**config.mk**
```make
export PLATFORM = sky130hd
export DESIGN_NAME = autokey_xor_byte_cipher_core
export DESIGN_NICKNAME = d
export VERILOG_FILES = /design/src/hw/rtl/akx_pkg.sv /design/src/hw/rtl/akx_cfg_regs.sv /design/src/hw/rtl/akx_key_unit.sv /design/src/hw/rtl/autokey_xor_byte_cipher_core.sv
export SDC_FILE = /design/constraint.sdc
export NUM_CORES = 1
export LEC_CHECK = 0
export ABC_CLOCK_PERIOD_IN_PS = 12700
export BUFFER_PORTS_ARGS = -buffer_cell sky130_fd_sc_hd__clkbuf_2
export CORE_MARGIN = 2
export CORE_UTILIZATION = 45
export DETAILED_ROUTE_END_ITERATION = 16
export PLACE_DENSITY_LB_ADDON = 0.25
export SLEW_MARGIN = 20
export SYNTH_ARGS = -nofsm -noshare
export SYNTH_HDL_FRONTEND = slang
export SYNTH_HIERARCHICAL = 1
export SYNTH_SLANG_ARGS = --single-unit
```
**constraint.sdc**
```tcl
create_clock -name i_clk -period 12.7 [get_ports i_clk]
set_clock_uncertainty 0.2 [all_clocks]
set_input_delay 3.81 -clock i_clk [delete_from_list [all_inputs] [get_ports i_clk]]
set_output_delay 3.81 -clock i_clk [all_outputs]
set_load 0.05 [all_outputs]
```
**src/hw/rtl/akx_pkg.sv**
```systemverilog
// shared types and constants for the autokey xor byte cipher
`timescale 1ns / 1ps
`default_nettype none

package akx_pkg;

    // widths of the data path and of the configuration port
    localparam int unsigned KEY_W      = 16;
    localparam int unsigned BYTE_W     = 8;
    localparam int unsigned CFG_IDX_W  = 8;
    localparam int unsigned CFG_DATA_W = 16;

    // configuration register indexes
    typedef logic [CFG_IDX_W-1:0] t_cfg_idx;
    localparam t_cfg_idx REG_START_KEY    = t_cfg_idx'(0);
    localparam t_cfg_idx REG_MULT_KEY     = t_cfg_idx'(1);
    localparam t_cfg_idx REG_ADD_KEY      = t_cfg_idx'(2);
    localparam t_cfg_idx REG_DECRYPT_MODE = t_cfg_idx'(3);

    // reset values of the configuration registers
    localparam logic [KEY_W-1:0] START_KEY_RST = '0;
    localparam logic [KEY_W-1:0] MULT_KEY_RST  = KEY_W'(1);
    localparam logic [KEY_W-1:0] ADD_KEY_RST   = '0;

    // register set as seen by the key unit
    typedef struct packed {
        logic [KEY_W-1:0] start_key;
        logic [KEY_W-1:0] mult_key;
        logic [KEY_W-1:0] add_key;
        logic             decrypt_mode;
    } t_cfg;

endpackage

`default_nettype wire

```
**src/hw/rtl/akx_cfg_regs.sv**
```systemverilog
// configuration register set of the autokey xor byte cipher
`timescale 1ns / 1ps
`default_nettype none

module akx_cfg_regs (
    input  wire logic                           i_clk,
    input  wire logic                           i_rst_n,
    input  wire logic                           i_cfg_valid,
    output logic                                o_cfg_ready,
    input  wire logic [akx_pkg::CFG_IDX_W-1:0]  i_cfg_index,
    input  wire logic [akx_pkg::CFG_DATA_W-1:0] i_cfg_data,
    output akx_pkg::t_cfg                       o_cfg
);
    import akx_pkg::*;

    t_cfg r_cfg;
    t_cfg n_cfg;

    // writes are always taken
    assign o_cfg_ready = 1'b1;

    // decode one write beat, unknown indexes are dropped
    always_comb begin
        n_cfg = r_cfg;
        if (i_cfg_valid) begin
            unique case (i_cfg_index)
                REG_START_KEY:    n_cfg.start_key    = i_cfg_data[KEY_W-1:0];
                REG_MULT_KEY:     n_cfg.mult_key     = i_cfg_data[KEY_W-1:0];
                REG_ADD_KEY:      n_cfg.add_key      = i_cfg_data[KEY_W-1:0];
                REG_DECRYPT_MODE: n_cfg.decrypt_mode = i_cfg_data[0];
                default: begin
                end
            endcase
        end
    end

    always_ff @(posedge i_clk) begin
        if (!i_rst_n) begin
            r_cfg.start_key    <= START_KEY_RST;
            r_cfg.mult_key     <= MULT_KEY_RST;
            r_cfg.add_key      <= ADD_KEY_RST;
            r_cfg.decrypt_mode <= 1'b0;
        end else begin
            r_cfg <= n_cfg;
        end
    end

    assign o_cfg = r_cfg;

endmodule

`default_nettype wire

```
**src/hw/rtl/akx_key_unit.sv**
```systemverilog
// running key register with the xor and the multiply-add key update
`timescale 1ns / 1ps
`default_nettype none

module akx_key_unit (
    input  wire logic                       i_clk,
    input  wire logic                       i_rst_n,
    input  wire logic                       i_step,
    input  wire logic [akx_pkg::BYTE_W-1:0] i_data,
    input  wire logic                       i_first,
    input  wire akx_pkg::t_cfg              i_cfg,
    output logic [akx_pkg::BYTE_W-1:0]      o_byte
);
    import akx_pkg::*;

    logic [KEY_W-1:0]   r_key;
    logic [KEY_W-1:0]   n_key;
    logic [KEY_W-1:0]   key;
    logic [BYTE_W-1:0]  fb;
    logic [KEY_W-1:0]   sum;
    logic [2*KEY_W-1:0] prod;

    // a first mark reloads the key before the byte is used
    assign key    = i_first ? i_cfg.start_key : r_key;
    assign o_byte = i_data ^ key[KEY_W-1:KEY_W-BYTE_W];

    // ciphertext feedback: output when encrypting, input when decrypting
    assign fb   = i_cfg.decrypt_mode ? i_data : o_byte;
    assign sum  = KEY_W'({{(KEY_W-BYTE_W){1'b0}}, fb}) + key;
    assign prod = sum * i_cfg.mult_key;
    assign n_key = prod[KEY_W-1:0] + i_cfg.add_key;

    // key advances once per byte that leaves the input stage
    always_ff @(posedge i_clk) begin
        if (!i_rst_n) begin
            r_key <= '0;
        end else if (i_step) begin
            r_key <= n_key;
        end
    end

endmodule

`default_nettype wire

```
**src/hw/rtl/autokey_xor_byte_cipher_core.sv**
```systemverilog
// top level of the autokey xor byte cipher
//
//  channel  direction  handshake               payload
//  input    in         i_valid / o_ready       i_data_byte, i_first_byte, i_last_byte
//  output   out        o_valid / i_ready       o_out_byte, o_out_last
//  config   in         i_cfg_valid / o_cfg_ready  i_cfg_index, i_cfg_data
//
// one byte per cycle sustained without output stall; a byte passes the input and
// result registers, the key loop (add, 16x16 multiply, add) is combinational
// reset is synchronous and empties both stages and restores the register values
// an output stall holds the output register; the input register still takes one
// more beat, and ready drops only when both stages are full
`timescale 1ns / 1ps
`default_nettype none

module autokey_xor_byte_cipher_core (
    input  wire logic                           i_clk,
    input  wire logic                           i_rst_n,
    input  wire logic                           i_valid,
    output logic                                o_ready,
    input  wire logic [akx_pkg::BYTE_W-1:0]     i_data_byte,
    input  wire logic                           i_first_byte,
    input  wire logic                           i_last_byte,
    output logic                                o_valid,
    input  wire logic                           i_ready,
    output logic [akx_pkg::BYTE_W-1:0]          o_out_byte,
    output logic                                o_out_last,
    input  wire logic                           i_cfg_valid,
    output logic                                o_cfg_ready,
    input  wire logic [akx_pkg::CFG_IDX_W-1:0]  i_cfg_index,
    input  wire logic [akx_pkg::CFG_DATA_W-1:0] i_cfg_data
);
    import akx_pkg::*;

    t_cfg              cfg;
    logic              r_in_valid;
    logic [BYTE_W-1:0] r_in_data;
    logic              r_in_first;
    logic              r_in_last;
    logic              r_out_valid;
    logic [BYTE_W-1:0] r_out_byte;
    logic              r_out_last;
    logic [BYTE_W-1:0] res_byte;
    logic              move;
    logic              take;

    // register set
    akx_cfg_regs u_cfg (
        .i_clk       (i_clk),
        .i_rst_n     (i_rst_n),
        .i_cfg_valid (i_cfg_valid),
        .o_cfg_ready (o_cfg_ready),
        .i_cfg_index (i_cfg_index),
        .i_cfg_data  (i_cfg_data),
        .o_cfg       (cfg)
    );

    // stage handshakes
    assign move    = r_in_valid && (!r_out_valid || i_ready);
    assign o_ready = !r_in_valid || move;
    assign take    = i_valid && o_ready;

    // input register
    always_ff @(posedge i_clk) begin
        if (!i_rst_n) begin
            r_in_valid <= 1'b0;
        end else if (take) begin
            r_in_valid <= 1'b1;
        end else if (move) begin
            r_in_valid <= 1'b0;
        end
    end

    always_ff @(posedge i_clk) begin
        if (take) begin
            r_in_data  <= i_data_byte;
            r_in_first <= i_first_byte;
            r_in_last  <= i_last_byte;
        end
    end

    // xor and key update
    akx_key_unit u_key (
        .i_clk   (i_clk),
        .i_rst_n (i_rst_n),
        .i_step  (move),
        .i_data  (r_in_data),
        .i_first (r_in_first),
        .i_cfg   (cfg),
        .o_byte  (res_byte)
    );

    // result register
    always_ff @(posedge i_clk) begin
        if (!i_rst_n) begin
            r_out_valid <= 1'b0;
        end else if (move) begin
            r_out_valid <= 1'b1;
        end else if (i_ready) begin
            r_out_valid <= 1'b0;
        end
    end

    always_ff @(posedge i_clk) begin
        if (move) begin
            r_out_byte <= res_byte;
            r_out_last <= r_in_last;
        end
    end

    assign o_valid    = r_out_valid;
    assign o_out_byte = r_out_byte;
    assign o_out_last = r_out_last;

endmodule

`default_nettype wire

```
==> results.md, run 1 <==
- Antenna Cells: 0
- Die area: about 0.02 mm²
- Synth cell types: 62
- Setup bufs post-CTS: 0
- Worst r2r src: r_in_first
- Rows: 50
- Vias in the first global route: slightly above 6000
- Clk_lat worst skew: between 300 and 400 ps
- First drt pass iteration count: 5
- Fillers: about 1800
- Post-CTS sizing: 0
- Leading area contributor after synthesis: fa_1
- Area contributors post-synth: fa_1, dfxtp_1, ha_1
- Overflow after GRT: 0
- First-pass GRT wire length: 32.9 mm
- Comb pwr share: 0.151
- Tot GR Track Use: 0.214
- Max-cap check violation count: 0
- Initial DRC count: 365
- Yosys warns: 6
- Sw frac: 0.281
- Critical path depth in cells: 30
- Setup slack, reg-to-reg: between 2000 and 2500 ps
- Synth Instances: 908
- Syn nets: 1102
- Number of synthesized flops with an enable pin: 19
- PortBufs: slightly below 50
- Deepest clock path buffer count: 2
- Post-synth top cells: inv_1, nand2_1, fa_1
- Max FO, Critical Path: 16
- RSZ-0062 raised after global routing: false
- Flop pwr share: 0.463
- RR Endpoint: u_key/r_key[15]
- Psw: 176 µW
- Slew at the pin with the worst max-slew slack: about 1100 ps
- Period utilisation layout: 0.838
- DR vias: ~6000
- CP Capture Type: flop
- Delay-heaviest family, CP: adder cells
- Top-area cell type share of the netlist area: 0.223
- Multi-input logic area: about 0.0058 mm²
- Largest net degree at the start of global routing: 88
- Startpoint types: flop
- Crit path buf inv count: 2
- CP Capture Point: u_key/r_key[15]
- WL per Instance: between 15 and 20 µm
- CP peak stage delay: ~880 ps
- Worst hold path class: reg2reg
- Top_reg_cell synth: dfxtp_1
- Die H: about 140 µm
- Fmax: 94.0 MHz
- Min Tclk post-route: 10640 ps
- M1 WL: about 9.4 mm
- Critical path arrival: around 11000 ps
- RePlAce Congestion: roughly 0.85
- Met2 Routed Length: between 9 and 10 mm
- Synthesized flop and latch total: 86
- Clock power frac: 0.386
- Asr flop ratio synth: 0
- Nets: about 1100
- Internal power: 451 µW
- Antenna violations before repair: 0
- Status: finished clean
- Finished Cell Area: roughly 0.0092 mm²
- Top cell by count, worst path: fa_1
- Initial Util: 0.457
- R2R depth: 30
- Worst setup path start: r_in_first
- Post-DP HPWL: about 15 mm
- CP Data Required Time: 12730 ps
- Leakage: 0.00421 µW
- Area after DPL: between 0.008 and 0.009 mm²
- Area growth, synth to finish: 8.14%
- Top-count cell post-synth: inv_1
- Hold-fix buffers, CTS: 0
- CTS tree: done
- Layout cells sized above 1: 0.103
- Clock transition at path regs: 60 ps
- Drt total wl: 20.4 mm
- Max_slew headroom: 0.295
- FF+latch area: roughly 0.0019 mm²
- Max VDD drop: around 90 µV
- P per Cell Area: roughly 68 mW/mm²
- Core Region: about 0.019 mm²
- Clk root buf: clkbuf_16
- Critical path's slowest cell: edfxtp_1
- CTS Buf Count: 9
- Seq/Total Area, Yosys: 0.225
- Die X: about 140 µm
- Setup tns final: 0 ps
- Syn_area_per_cell: around 9.4 µm²
- Highest metal used: met4
- Final setup vio count: 0
- Post-route ant nets: 0
- Slew Viols, Final: 0
- Total clock sinks: 86
- Num ports: 51
- CP Class: reg2reg
- Met3 wire length: between 800 and 900 µm
- Syn Std Cell Area: roughly 0.0085 mm²
- Fin. Hold Viols: 0
- H-Tree Depth: 3
- Routed vias/inst: 5.07
- DRC: 0
-- flip-flops by register name, summed over array words and instances, names as in the netlist --
register and cells:
o_out_byte 8, o_out_last 1, o_valid 1, r_in_data 8, r_in_first 1, r_in_last 1
r_in_valid 1, u_cfg/o_cfg 49, u_key/r_key 16
-- through the flow --
| stage | util | hold slack (ps) | total power, µW | cells | setup slack, ps |
|---|---|---|---|---|---|
| after detailed placement | 0.480 | 210 | 391 | 1165 | 2180 |
| after global placement | 0.479 | 204 | 390 | 1165 | 2340 |
| after floorplan | - | 200 | 355 | 908 | 3320 |
| after global routing | 0.494 | 253 | 654 | 1180 | 1570 |
| after CTS | 0.494 | 225 | 634 | 1180 | 2140 |
| final | 0.494 | 223 | 627 | 1180 | 2060 |
-- per-layer routing --
metal  global-route usage  vias up
li1                     -     2891
met1                0.297     2911
met2                0.363      155
met3               0.0196       25
met4               0.0584        0
met5                    0        -
-- cell type report --
class / instances / area share
Clock buffer: 10 / 0.0250
Inverter: 153 / 0.0624
Timing Repair Buffer: 62 / 0.0372
Tap cell: 234 / 0.0318
Multi-Input combinational cell: 630 / 0.632
Clock inverter: 5 / 0.00367
Sequential cell: 86 / 0.208
-- worst min path at each step --
stage                     cells after the start  slack, ps  startpoint    endpoint
after CTS                                     0        230   r_in_last  o_out_last
after floorplan                               0        200   r_in_last  o_out_last
after global placement                        0        200   r_in_last  o_out_last
after detailed placement                      0        210   r_in_last  o_out_last
after global routing                          0        250   r_in_last  o_out_last
final                                         0        220   r_in_last  o_out_last
-- power by group through the flow --
stage / Clock (µW) / Sequential (µW) / Combinational [µW]
detailed placement: 0 / 296 / 94.7
CTS: 249 / 290 / 95.1
finish: 242 / 290 / 94.4
global placement: 0 / 296 / 93.4
floorplan: 0 / 299 / 56.0
global route: 259 / 291 / 104
-- placed cells by master, fill, tap and decap left out, types with 15 or more instances in the layout --
cell type,count
inv_1,152
nand2_1,149
fa_1,95
nor2_1,25
dfxtp_1,67
nor2b_1,17
ha_1,60
and2_1,58
edfxtp_1,19
a21oi_1,15
mux2i_1,66
xnor2_1,39
clkbuf_2,50
-- logic make-up after synthesis --
logic type | count (synthesis) | synth area share
multiplexers | 74 | 0.0882
flip-flops | 86 | 0.225
AO/OA/AOI/OAI | 52 | 0.0412
AND/OR/NAND/NOR | 286 | 0.166
adder cells (fa/ha/maj) | 155 | 0.312
XOR/XNOR | 62 | 0.0753
buffers and inverters | 192 | 0.0929
other | 1 | 0.000440
Note: power is estimated with default switching activity, not from simulation.
==> run 2, diff against run 1 <==
Settings changed: ABC_AREA from default to 1, ABC_CLOCK_PERIOD_IN_PS 12700 to 10200.
Clock period 12.7 ns to 10.2 ns, I/O delays scaled along.
==> run 2 against run 1 <==
Design area increased by 6.3%. Global-route usage is 2.0 points higher. Via count rose by 29%. Critical endpoint unchanged.
==> results.md, run 2 <==
- Status: finished clean
- Sw frac: 0.341 (+0.0602)
- Rows: 52 (+4.0%)
- Die area: 0.0215 mm² (+7.2%)
- Antenna violations before repair: 0 (unchanged)
- Post-DP HPWL: 19.4 mm (+25%)
- Deepest clock path buffer count: 2 (unchanged)
- Area contributors post-synth: fa_1, dfxtp_1, nand2_1
- Vias in the first global route: 7409 (+21%)
- CTS tree: done
- Setup slack, reg-to-reg: 2120 ps (+50 ps)
- Setup tns final: 0 ps (unchanged)
- Flop pwr share: 0.414 (-0.049)
- First drt pass iteration count: 5 (unchanged)
- Area growth, synth to finish: 7.06%
- Seq/Total Area, Yosys: 0.209 (-0.0154)
- RSZ-0062 raised after global routing: false
- Post-route ant nets: 0 (unchanged)
- CP Data Required Time: 10290 ps (-2440 ps)
- Leading area contributor after synthesis: fa_1
- Setup bufs post-CTS: 0 (unchanged)
- CP peak stage delay: 770 ps (-110 ps)
- Initial Util: 0.455 (-0.00195)
- Hold-fix buffers, CTS: 0 (unchanged)
- Comb pwr share: 0.223 (+0.072)
- Overflow after GRT: 0 (unchanged)
- Synth Instances: 1263 (+39%)
- Top-count cell post-synth: nand2_1
- Period utilisation layout: 0.793 (-0.0450)
- Num ports: 51 (unchanged)
- Yosys warns: 6 (unchanged)
- Max-cap check violation count: 0 (unchanged)
- First-pass GRT wire length: 39.0 mm (+19%)
- Crit path buf inv count: 7 (+5)
- Layout cells sized above 1: 0.0898 (-0.0128)
- Synthesized flop and latch total: 86 (unchanged)
- DRC: 0 (unchanged)
- Pwr Total: 887 µW (+42%)
- Leakage: 0.00507 µW (+20%)
- Clk_lat worst skew: 360 ps (+20 ps)
- Post-synth top cells: nand2_1, inv_1, nor2_1
- Post-CTS sizing: 0 (unchanged)
- Psw: 303 µW (+72%)
- Worst hold path class: reg2reg
- Initial DRC count: 491 (+35%)
- DR vias: 7706 (+29%)
- Fillers: 2096 (+16%)
- Clk root buf: clkbuf_16
- Top cell by count, worst path: nand2_1
- Syn nets: 1457 (+32%)
- Post-synthesis simple-gate area fraction: 0.268 (+0.102)
- Slew Viols, Final: 0 (unchanged)
- Nets: 1481 (+30%)
- Post-synthesis mux area share: 0 (-0.0882)
- Drt total wl: 24.4 mm (+20%)
- Fmax: 124 MHz (+32%)
- Max_slew headroom: 0.343 (+0.0478)
- Internal power: 584 µW (+30%)
- Largest net degree at the start of global routing: 65 (-26%)
- Max VDD drop: 108 µV (+20%)
- Syn Std Cell Area: 0.00914 mm² (+7.4%)
- Clock power frac: 0.363 (-0.023)
- Synth Area in XOR/XNOR: 0.0259 (-0.0494)
- RePlAce Congestion: 0.998 (+18%)
- Min Tclk post-route: 8080 ps (-2550 ps)
- PortBufs: 49 (unchanged)
- Critical path's slowest cell: edfxtp_1
- CTS Buf Count: 9 (unchanged)
- Asr flop ratio synth: 0 (unchanged)
- CP Class: reg2reg
- Syn_area_per_cell: 7.24 µm² (-23%)
- P per Cell Area: 90.6 mW/mm² (+33%)
- Total clock sinks: 86 (unchanged)
- Top-area cell type share of the netlist area: 0.208 (-0.0153)
- Die H: 147 µm (+3.5%)
- Routed vias/inst: 4.93 (-2.7%)
- Post-synthesis compound-gate area fraction: 0.0580 (+0.0169)
- Top_reg_cell synth: dfxtp_1
- Critical path arrival: 8170 ps (-2500 ps)
- Antenna Cells: 0 (unchanged)
- Clock transition at path regs: 70 ps (about the same)
- Max FO, Critical Path: 19 (+3)
- Post-Synth Adder-Cell Area: 0.290 (-0.0214)
- Most frequent cells in the layout: nand2_1, inv_1, nor2_1, fa_1, nand3_1
- Core Region: 0.0201 mm² (+7.8%)
- Fin. Hold Viols: 0 (unchanged)
- Die X: 147 µm (+3.5%)
- WL per Instance: 15.6 µm (-9.5%)
- Delay-heaviest family, CP: adder cells
- Tot GR Track Use: 0.235 (+0.0204)
- Number of synthesized flops with an enable pin: 19 (unchanged)
- Synth cell types: 41 (-34%)
- Slew at the pin with the worst max-slew slack: 980 ps (-70.3 ps)
- Max reg flops: 49 (unchanged)
- Final setup vio count: 0 (unchanged)
- CP Capture Type: flop
- Commonest non-fill, non-tap cell in the layout: nand2_1
- Startpoint types: flop
- H-Tree Depth: 3 (unchanged)
- Main combinational cell family by area after synthesis: adder cells
==> run 2: cell types whose count changed after synthesis, moves of 10 or more <==
cell     change
nand2_1    +159
inv_1      +131
nand3_1     +90
nor2_1      +89
mux2i_1     -66
and2_1      -58
a21oi_1     +54
xnor2_1     -35
nor2b_1     -18
o21ai_0     +18
nand2_2     +15
nor3_1      -10
==> run 2: kinds of logic after synthesis <==
| logic type | count (synthesis) |
|---|---|
| AO/OA/AOI/OAI | 102 |
| other | 1 |
| AND/OR/NAND/NOR | 564 |
| adder cells (fa/ha/maj) | 155 |
| XOR/XNOR | 24 |
| buffers and inverters | 331 |
| flip-flops | 86 |
==> run 2: final cells by class <==
cell class / instances / area [µm²] / share of cell area
tap: 270 / 338 / 0.0345
timing repair buffer: 54 / 283 / 0.0289
clock buffer: 9 / 225 / 0.0230
sequential: 86 / 1910 / 0.195
multi-input combinational: 846 / 5880 / 0.601
clock inverter: 7 / 57.6 / 0.00588
inverter: 290 / 1090 / 0.112
==> run 2: power groups by stage <==
stage          sequential [µW]  combinational (µW)  clock (µW)
2_1_floorplan              378                 132           0
3_3_place_gp               375                 194           0
3_5_place_dp               374                 197           0
4_1_cts                    367                 198         328
5_1_grt                    368                 220         341
6_report                   367                 198         322
==> run 2: worst reg2reg max path, delay by kind of cell, from the launching register on <==
| family | cells | cell delay [ps] |
|---|---|---|
| AND/OR/NAND/NOR | 11 | 1200 |
| buffers and inverters | 7 | 510 |
| AO/OA/AOI/OAI | 9 | 1440 |
| XOR/XNOR | 2 | 520 |
| flip-flops | 1 | 770 |
| adder cells (fa/ha/maj) | 8 | 3360 |
==> run 2: stage by stage <==
| step | util | instances | setup WS [ps] | hold WS (ps) | cell area [µm²] |
|---|---|---|---|---|---|
| after floorplan | - | 1263 | 3270 | 200 | 9140 |
| final | 0.487 | 1562 | 2120 | 224 | 9790 |
| after global routing | 0.487 | 1562 | 1460 | 231 | 9790 |
| after global placement | 0.473 | 1546 | 2260 | 204 | 9500 |
| after detailed placement | 0.473 | 1546 | 2220 | 207 | 9500 |
| after CTS | 0.487 | 1562 | 2180 | 225 | 9790 |
==> run 2: routing by layer <==
metal,vias to the layer above,GRT usage,part of all wire
li1,3828,-,-
met1,3642,0.331,0.47
met2,198,0.382,0.46
met3,38,0.0281,0.045
met4,0,0.0699,0.025
met5,-,0,0
==> run 2: final timing paths <==
| path | start | end | cells past startpoint |
|---|---|---|---|
| max | r_in_first | u_key/r_key[15] | 37 |
| min | r_in_last | o_out_last | 0 |
| min reg2reg | r_in_last | o_out_last | 0 |
| max reg2reg | r_in_first | u_key/r_key[15] | 37 |
